--- src/rtl/lcgrd_pkg.sv ---
package lcgrd_pkg;

  // Generator constants
  localparam logic [31:0] LCG_MUL  = 32'd1103515245;
  localparam logic [31:0] LCG_ADD  = 32'd12345;
  localparam logic [30:0] LCG_MASK = 31'h7FFF_FFFF;
  localparam logic [31:0] SEED_RST = 32'd1;

  localparam int unsigned KIND_W  = 2;
  localparam int unsigned LIMIT_W = 32;
  localparam int unsigned VALUE_W = 55;
  localparam int unsigned PROD_W  = 64;
  localparam int unsigned RAND_W  = 31;

  // Steps chained by a wide draw, and the bit shift between them
  localparam logic [1:0] WIDE_LAST  = 2'd3;
  localparam int unsigned WIDE_SHIFT = 8;

  // Request kinds; the fourth code is undefined and yields a zero result
  typedef enum logic [KIND_W-1:0] {
    KIND_RAW     = 2'd0,
    KIND_WIDE    = 2'd1,
    KIND_BOUNDED = 2'd2
  } kind_e;

  // Sequencer states
  typedef enum logic [2:0] {
    ST_IDLE,
    ST_STEP_MUL,
    ST_STEP_ADD,
    ST_SCALE_MUL,
    ST_DIV_A,
    ST_DIV_B,
    ST_FINISH
  } state_e;

  // Operand pair for the shared multiplier
  typedef struct packed {
    logic [31:0] a;
    logic [31:0] b;
  } mul_req_t;

endpackage

--- src/rtl/lcgrd_req_if.sv ---
interface lcgrd_req_if;
  logic        valid;
  logic        ready;
  logic [1:0]  kind;
  logic [31:0] upper_limit;

  modport source (output valid, output kind, output upper_limit, input ready);
  modport sink   (input valid, input kind, input upper_limit, output ready);
endinterface

--- src/rtl/lcgrd_rsp_if.sv ---
interface lcgrd_rsp_if;
  logic        valid;
  logic        ready;
  logic [54:0] value;

  modport source (output valid, output value, input ready);
  modport sink   (input valid, input value, output ready);
endinterface

--- src/rtl/lcgrd_mul.sv ---
module lcgrd_mul (
  input  logic                             clk_i,
  input  lcgrd_pkg::mul_req_t              req_i,
  output logic [lcgrd_pkg::PROD_W-1:0]     prod_o
);

  logic [lcgrd_pkg::PROD_W-1:0] prod_q;
  logic [lcgrd_pkg::PROD_W-1:0] prod_d;

  // Full 32x32 product, registered
  assign prod_d = {32'd0, req_i.a} * {32'd0, req_i.b};

  always_ff @(posedge clk_i) begin
    prod_q <= prod_d;
  end

  assign prod_o = prod_q;

endmodule

--- src/rtl/lcgrd_ctrl.sv ---
module lcgrd_ctrl (
  input  logic                              clk_i,
  input  logic                              rst_ni,
  input  logic                              cfg_we_i,
  input  logic [31:0]                       cfg_wdata_i,
  input  logic                              in_valid_i,
  output logic                              in_ready_o,
  input  logic [lcgrd_pkg::KIND_W-1:0]      kind_i,
  input  logic [lcgrd_pkg::LIMIT_W-1:0]     upper_limit_i,
  output logic                              out_valid_o,
  input  logic                              out_ready_i,
  output logic [lcgrd_pkg::VALUE_W-1:0]     value_o,
  output lcgrd_pkg::mul_req_t               mul_req_o,
  input  logic [lcgrd_pkg::PROD_W-1:0]      mul_prod_i
);

  lcgrd_pkg::state_e                  state_q, state_d;
  lcgrd_pkg::kind_e                   kind_q, kind_d;
  logic [31:0]                        gen_q, gen_d;
  logic [1:0]                         cnt_q, cnt_d;
  logic [lcgrd_pkg::LIMIT_W-1:0]      limit_q, limit_d;
  logic [lcgrd_pkg::VALUE_W-1:0]      acc_q, acc_d;
  logic [lcgrd_pkg::VALUE_W-1:0]      res_q, res_d;
  logic [31:0]                        quo_q, quo_d;
  logic [32:0]                        rem_q, rem_d;
  logic                               out_valid_q, out_valid_d;
  logic [lcgrd_pkg::VALUE_W-1:0]      value_q, value_d;

  logic [31:0]                        step_sum;
  logic [lcgrd_pkg::RAND_W-1:0]       rnd;
  logic [lcgrd_pkg::VALUE_W-1:0]      acc_next;
  logic [31:0]                        fold;
  logic                               fold_ge;
  logic                               in_fire;

  // Generator step tail: low word of product plus increment, top bit dropped
  assign step_sum = mul_prod_i[31:0] + lcgrd_pkg::LCG_ADD;
  assign rnd      = step_sum[lcgrd_pkg::RAND_W-1:0];
  assign acc_next = {acc_q[lcgrd_pkg::VALUE_W-1-lcgrd_pkg::WIDE_SHIFT:0],
                     lcgrd_pkg::WIDE_SHIFT'(0)}
                    ^ {24'd0, rnd};

  // Second fold of the division by 2^31-1 (2^31 is 1 modulo the divisor)
  assign fold    = {30'd0, rem_q[32:31]} + {1'b0, rem_q[30:0]};
  assign fold_ge = fold >= {1'b0, lcgrd_pkg::LCG_MASK};

  assign in_ready_o = (state_q == lcgrd_pkg::ST_IDLE);
  assign in_fire    = in_valid_i && in_ready_o;

  // Next state and datapath
  always_comb begin
    state_d     = state_q;
    kind_d      = kind_q;
    gen_d       = gen_q;
    cnt_d       = cnt_q;
    limit_d     = limit_q;
    acc_d       = acc_q;
    res_d       = res_q;
    quo_d       = quo_q;
    rem_d       = rem_q;
    out_valid_d = out_valid_q;
    value_d     = value_q;
    mul_req_o.a = gen_q;
    mul_req_o.b = lcgrd_pkg::LCG_MUL;

    if (out_valid_q && out_ready_i) begin
      out_valid_d = 1'b0;
    end

    case (state_q)
      lcgrd_pkg::ST_IDLE: begin
        if (cfg_we_i) begin
          gen_d = cfg_wdata_i;
        end
        if (in_fire) begin
          limit_d = upper_limit_i;
          cnt_d   = 2'd0;
          acc_d   = '0;
          case (kind_i)
            lcgrd_pkg::KIND_RAW,
            lcgrd_pkg::KIND_WIDE,
            lcgrd_pkg::KIND_BOUNDED: begin
              kind_d  = lcgrd_pkg::kind_e'(kind_i);
              state_d = lcgrd_pkg::ST_STEP_MUL;
            end
            default: begin
              res_d   = '0;
              state_d = lcgrd_pkg::ST_FINISH;
            end
          endcase
        end
      end

      lcgrd_pkg::ST_STEP_MUL: begin
        state_d = lcgrd_pkg::ST_STEP_ADD;
      end

      lcgrd_pkg::ST_STEP_ADD: begin
        gen_d = {1'b0, rnd};
        acc_d = acc_next;
        cnt_d = cnt_q + 2'd1;
        case (kind_q)
          lcgrd_pkg::KIND_WIDE: begin
            if (cnt_q == lcgrd_pkg::WIDE_LAST) begin
              res_d   = acc_next;
              state_d = lcgrd_pkg::ST_FINISH;
            end else begin
              state_d = lcgrd_pkg::ST_STEP_MUL;
            end
          end
          lcgrd_pkg::KIND_BOUNDED: begin
            state_d = lcgrd_pkg::ST_SCALE_MUL;
          end
          default: begin
            res_d   = {24'd0, rnd};
            state_d = lcgrd_pkg::ST_FINISH;
          end
        endcase
      end

      // limit * r on the shared multiplier
      lcgrd_pkg::ST_SCALE_MUL: begin
        mul_req_o.a = limit_q;
        mul_req_o.b = gen_q;
        state_d     = lcgrd_pkg::ST_DIV_A;
      end

      // First fold: high part is the quotient estimate, added back to low part
      lcgrd_pkg::ST_DIV_A: begin
        quo_d   = mul_prod_i[62:31];
        rem_d   = {1'b0, mul_prod_i[62:31]} + {2'd0, mul_prod_i[30:0]};
        state_d = lcgrd_pkg::ST_DIV_B;
      end

      // Second fold and final correction
      lcgrd_pkg::ST_DIV_B: begin
        res_d   = {23'd0, quo_q + {30'd0, rem_q[32:31]} + {31'd0, fold_ge}};
        state_d = lcgrd_pkg::ST_FINISH;
      end

      lcgrd_pkg::ST_FINISH: begin
        if (!out_valid_q || out_ready_i) begin
          out_valid_d = 1'b1;
          value_d     = res_q;
          state_d     = lcgrd_pkg::ST_IDLE;
        end
      end

      default: begin
        state_d = lcgrd_pkg::ST_IDLE;
      end
    endcase
  end

  // Control state
  always_ff @(posedge clk_i or negedge rst_ni) begin
    if (!rst_ni) begin
      state_q     <= lcgrd_pkg::ST_IDLE;
      gen_q       <= lcgrd_pkg::SEED_RST;
      out_valid_q <= 1'b0;
      cnt_q       <= 2'd0;
      kind_q      <= lcgrd_pkg::KIND_RAW;
    end else begin
      state_q     <= state_d;
      gen_q       <= gen_d;
      out_valid_q <= out_valid_d;
      cnt_q       <= cnt_d;
      kind_q      <= kind_d;
    end
  end

  // Payload
  always_ff @(posedge clk_i) begin
    limit_q <= limit_d;
    acc_q   <= acc_d;
    res_q   <= res_d;
    quo_q   <= quo_d;
    rem_q   <= rem_d;
    value_q <= value_d;
  end

  assign out_valid_o = out_valid_q;
  assign value_o     = value_q;

endmodule

--- src/rtl/lcg_random_draw_unit_top.sv ---
// Requests are taken only in the idle state, so one transaction is in flight at a
// time. Each generator step goes through the one shared multiplier, and a result
// not yet taken holds the sequencer until the output register frees.
// Reset (async, active low): idle, no result pending, generator state = 1.
module lcg_random_draw_unit_top (
  input  logic        clk_i,
  input  logic        rst_ni,
  input  logic        cfg_we_i,
  input  logic [31:0] cfg_wdata_i,
  lcgrd_req_if.sink   req_i,
  lcgrd_rsp_if.source rsp_o
);

  lcgrd_pkg::mul_req_t                mul_req;
  logic [lcgrd_pkg::PROD_W-1:0]       mul_prod;

  // Sequencer and generator state
  lcgrd_ctrl u_ctrl (
    .clk_i         (clk_i),
    .rst_ni        (rst_ni),
    .cfg_we_i      (cfg_we_i),
    .cfg_wdata_i   (cfg_wdata_i),
    .in_valid_i    (req_i.valid),
    .in_ready_o    (req_i.ready),
    .kind_i        (req_i.kind),
    .upper_limit_i (req_i.upper_limit),
    .out_valid_o   (rsp_o.valid),
    .out_ready_i   (rsp_o.ready),
    .value_o       (rsp_o.value),
    .mul_req_o     (mul_req),
    .mul_prod_i    (mul_prod)
  );

  // Shared multiplier
  lcgrd_mul u_mul (
    .clk_i  (clk_i),
    .req_i  (mul_req),
    .prod_o (mul_prod)
  );

endmodule
--- src/flat_wrapper.sv ---
// flat-port wrapper written by rule: the top's interface ports become plain ports
module lcg_random_draw_unit_top_flat 
  (clk_i, rst_ni, cfg_we_i, cfg_wdata_i, req_i_valid, req_i_kind, req_i_upper_limit, req_i_ready, rsp_o_valid, rsp_o_value, rsp_o_ready);
  lcgrd_req_if req_i_i ();
  lcgrd_rsp_if rsp_o_i ();
  input  logic clk_i;
  input  logic rst_ni;
  input  logic cfg_we_i;
  input  logic [31:0] cfg_wdata_i;
  input wire logic [$bits(req_i_i.valid)-1:0] req_i_valid;
  input wire logic [$bits(req_i_i.kind)-1:0] req_i_kind;
  input wire logic [$bits(req_i_i.upper_limit)-1:0] req_i_upper_limit;
  output wire logic [$bits(req_i_i.ready)-1:0] req_i_ready;
  output wire logic [$bits(rsp_o_i.valid)-1:0] rsp_o_valid;
  output wire logic [$bits(rsp_o_i.value)-1:0] rsp_o_value;
  input wire logic [$bits(rsp_o_i.ready)-1:0] rsp_o_ready;
  assign req_i_i.valid = req_i_valid;
  assign req_i_i.kind = req_i_kind;
  assign req_i_i.upper_limit = req_i_upper_limit;
  assign req_i_ready = req_i_i.ready;
  assign rsp_o_valid = rsp_o_i.valid;
  assign rsp_o_value = rsp_o_i.value;
  assign rsp_o_i.ready = rsp_o_ready;
  lcg_random_draw_unit_top u_core (.clk_i(clk_i), .rst_ni(rst_ni), .cfg_we_i(cfg_we_i), .cfg_wdata_i(cfg_wdata_i), .req_i(req_i_i), .rsp_o(rsp_o_i));
endmodule
--- config.mk ---
export PLATFORM = sky130hd
export DESIGN_NAME = lcg_random_draw_unit_top_flat
export DESIGN_NICKNAME = d
export VERILOG_FILES = /design/src/rtl/lcgrd_pkg.sv /design/src/rtl/lcgrd_req_if.sv /design/src/rtl/lcgrd_rsp_if.sv /design/src/rtl/lcgrd_mul.sv /design/src/rtl/lcgrd_ctrl.sv /design/src/rtl/lcg_random_draw_unit_top.sv /design/src/flat_wrapper.sv
export SDC_FILE = /design/constraint.sdc
export NUM_CORES = 2
export LEC_CHECK = 0
export BUFFER_PORTS_ARGS = -buffer_cell sky130_fd_sc_hd__buf_2
export CAP_MARGIN = 20
export CORE_MARGIN = 1.5
export CORE_UTILIZATION = 47
export DETAILED_ROUTE_END_ITERATION = 6
export GPL_TIMING_DRIVEN = 0
export PLACE_DENSITY = 0.64
export SLEW_MARGIN = 20
export SYNTH_ARGS = -nofsm -noshare
export SYNTH_HDL_FRONTEND = slang
export SYNTH_SLANG_ARGS = --single-unit
--- constraint.sdc ---
create_clock -name clk_i -period 22 [get_ports clk_i]
set_input_delay 2.2 -clock clk_i [delete_from_list [all_inputs] [get_ports clk_i]]
set_output_delay 2.2 -clock clk_i [all_outputs]
set_load 0.005 [all_outputs]
==> flow_metrics.tcl <==
set metrics [dict create \
    cp_slowest_cell "clkbuf_1" \
    syn_area_per_cell_um2 9.80 \
    fin_tns_setup_ns 0 \
    post_cts_buffers 0 \
    via_per_inst 6.12 \
    synth_top_area_share_pct 37.7 \
    ff2ff_path_depth 29 \
    top_usage_layer "met2" \
    cp.arrival_ns 13.33 \
    synth_edf_count 254 \
    synthTopCellsByCount "fa_1, inv_1, nand2_1" \
    start_util_pct 47.5 \
    grt_max_degree 56 \
    r2r_setup_slack_ns 9.24 \
    synth_cell_types 83 \
    yosysWarnings 0 \
    reg2reg_from "u_core.u_ctrl.state_q[0]" \
    slew_violations 0 \
    syn_area_um2 47700 \
    drt-initial-drc-count 5673 \
    drc 0 \
    critPathRequiredTime_ns 22.57 \
    crit_type "reg2reg" \
    synth-seq-cells 357 \
    syn_nets 6137 \
    drt-total-wl_mm 231 \
    max_slew_margin_pct 6.49 \
    cts_buffer_depth 3 \
    final_nets 6331 \
    core_um2 100000 \
    start_kind "register" \
    synthToLayoutAreaGrowth_pct 9.22 \
    yosys.area.top_type "fa_1" \
    clock_sinks 357 \
    grt_first_pass_wirelength_mm 315 \
    holdCritPathClass "reg2reg" \
    postSynthCellCount 4872 \
    crit_path_end_kind "register" \
    cpMostUsedCell "fa_1" \
    yosysMostFrequentCell "fa_1" \
    ys_seq_area_share_pct 20.7 \
    cpLargestDelayFamily "adder cells" \
    routabilityCongestion 1.07 \
    worstHoldPathCells 0 \
    drive_gt1_share_pct 6.53 \
    die_y_um 322 \
    vias 39700 \
    firstDrtPassIters 6 \
    fillers 9530 \
    path_buf_inv 6 \
    cts_tree "done" \
    dp_hpwl_mm 184 \
    routedWlPerCell_um 35.6 \
    min_period_over_period_pct 58.0 \
    clock_latency_ns 0.66 \
    r2r_end "u_core.u_mul.prod_o[47]" \
    async_flop_share_pct 11.2 \
    ctsHoldBuffers 0 \
    grt_overflow_total 0 \
    grtUsageMet2_pct 62.2 \
    ant_nets 0 \
    htree_levels 2 \
    drv_cap 0 \
    cts_resized 0 \
    grtUsageTotal_pct 45.3 \
    globalRouteMet1Util_pct 58.8 \
    max_stage_delay_ns 0.94 \
    rows 116 \
    portBuffers 127 \
    yosys-top-cells-area "fa_1, edfxtp_1, ha_1" \
    rsz0062_at_grt "false" \
    min_period_ns 12.76 \
    outcome "finished, final reports clean" \
    clockRootBuffer "clkbuf_16" \
    antenna_found_initial 48 \
    finalSetupViolations 0 \
    use_met3_pct 16.2 \
    hold_start "u_core.u_ctrl.res_q[26]" \
    cts_made_buffers 44 \
    grt_pass1_vias 39800 \
    clkTransAtPathRegs_ns 0.07 \
    die_x_um 322 \
    fmax_mhz 78.4 \
    worst_pin_slew_ns 1.40 \
    hold_viol_final 0 \
    holdPathEnd "u_core.u_ctrl.value_o[26]" \
    die_area_um2 103000 \
    fin_skew_ns 0.0194 \
    crit_path_max_fanout 10 \
    io-pin-count 128 \
    synth_flop_cell "edfxtp_1" \
    cp-startpoint "u_core.u_ctrl.state_q[0]" \
]
metrics by stage:
| stage | instances | utilization [%] | cell area [µm²] | hold WS, ns | setup WS (ns) |
|---|---|---|---|---|---|
| 2_1_floorplan | 4872 | - | 47700 | 0.400 | 13.57 |
| 3_3_place_gp | 6356 | 49.9 | 50100 | 0.404 | 9.73 |
| 3_5_place_dp | 6376 | 50.2 | 50400 | 0.405 | 9.90 |
| 4_1_cts | 6458 | 51.8 | 52000 | 0.409 | 9.83 |
| 5_1_grt | 6470 | 51.8 | 52100 | 0.409 | 9.16 |
| 6_report | 6494 | 51.9 | 52100 | 0.407 | 9.24 |
kinds of logic (layout without fill, tap and decap cells):
kind of cell,Yosys count,after routing,share of synthesized area (%)
fa+ha+maj,1194,1194,45.4
mux,21,21,0.440
simple gates,1572,1572,15.4
xor+xnor,192,192,3.60
buf+inv,1149,1379,9.06
flops,357,357,20.7
other cells,0,35,0
compound gates,387,387,5.32
final cells by class:
cell class	instances	area, µm²	area share, %
multi-input combinational	3366	33600	64.5
buffer	254	1020	1.95
clock buffer	58	1260	2.41
tap	1357	1700	3.26
timing repair buffer	148	886	1.70
sequential	357	9890	19.0
antenna	35	87.6	0.168
inverter	895	3360	6.45
clock inverter	24	325	0.624
worst register-to-register path, delay by kind of cell, from the launching register on:
kind / cells / cell delay (ns)
flops: 1 / 0.32
buf+inv: 6 / 2.29
xor+xnor: 1 / 0.14
simple gates: 4 / 1.81
compound gates: 9 / 3.66
fa+ha+maj: 9 / 4.45
worst max path at each step:
stage | slack, ns | cells past startpoint | to
2_1_floorplan | 13.57 | 33 | u_core.u_mul.prod_o[56]
3_3_place_gp | 9.73 | 30 | u_core.u_mul.prod_o[47]
3_5_place_dp | 9.90 | 29 | u_core.u_mul.prod_o[55]
4_1_cts | 9.83 | 29 | u_core.u_mul.prod_o[55]
5_1_grt | 9.16 | 30 | u_core.u_mul.prod_o[55]
6_report | 9.24 | 29 | u_core.u_mul.prod_o[47]
cell usage in the layout (no fill, tap or decap), types with 87 or more instances in the layout:
cell        n
inv_1     893
nand2_1   604
and3_1    364
nor2_1    361
clkbuf_1  210
edfxtp_1  254
xnor2_1   103
fa_1      899
ha_1      295
a21oi_1    87
buf_2     129
flip-flops by register name, summed over array words and instances, names as in the netlist:
signal	cells
u_core.u_ctrl.state_q	3
u_core.u_ctrl.rem_q	33
u_core.u_ctrl.out_valid_o	1
u_core.u_ctrl.limit_q	32
u_core.u_ctrl.gen_q	32
u_core.u_ctrl.value_o	55
u_core.u_mul.prod_o	63
u_core.u_ctrl.quo_q	32
u_core.u_ctrl.res_q	55
u_core.u_ctrl.acc_q	47
u_core.u_ctrl.cnt_q	2
u_core.u_ctrl.kind_q	2
metal layers:
| layer | part of all wire [%] | vias up |
|---|---|---|
| met5 | 0.063 | - |
| met3 | 14 | 910 |
| li1 | - | 15700 |
| met2 | 40 | 3146 |
| met4 | 9.3 | 20 |
| met1 | 37 | 20000 |
Power is left out: the tool's default activity adds up to more than one toggle a clock period on the data nets, which glitch-free logic cannot reach.
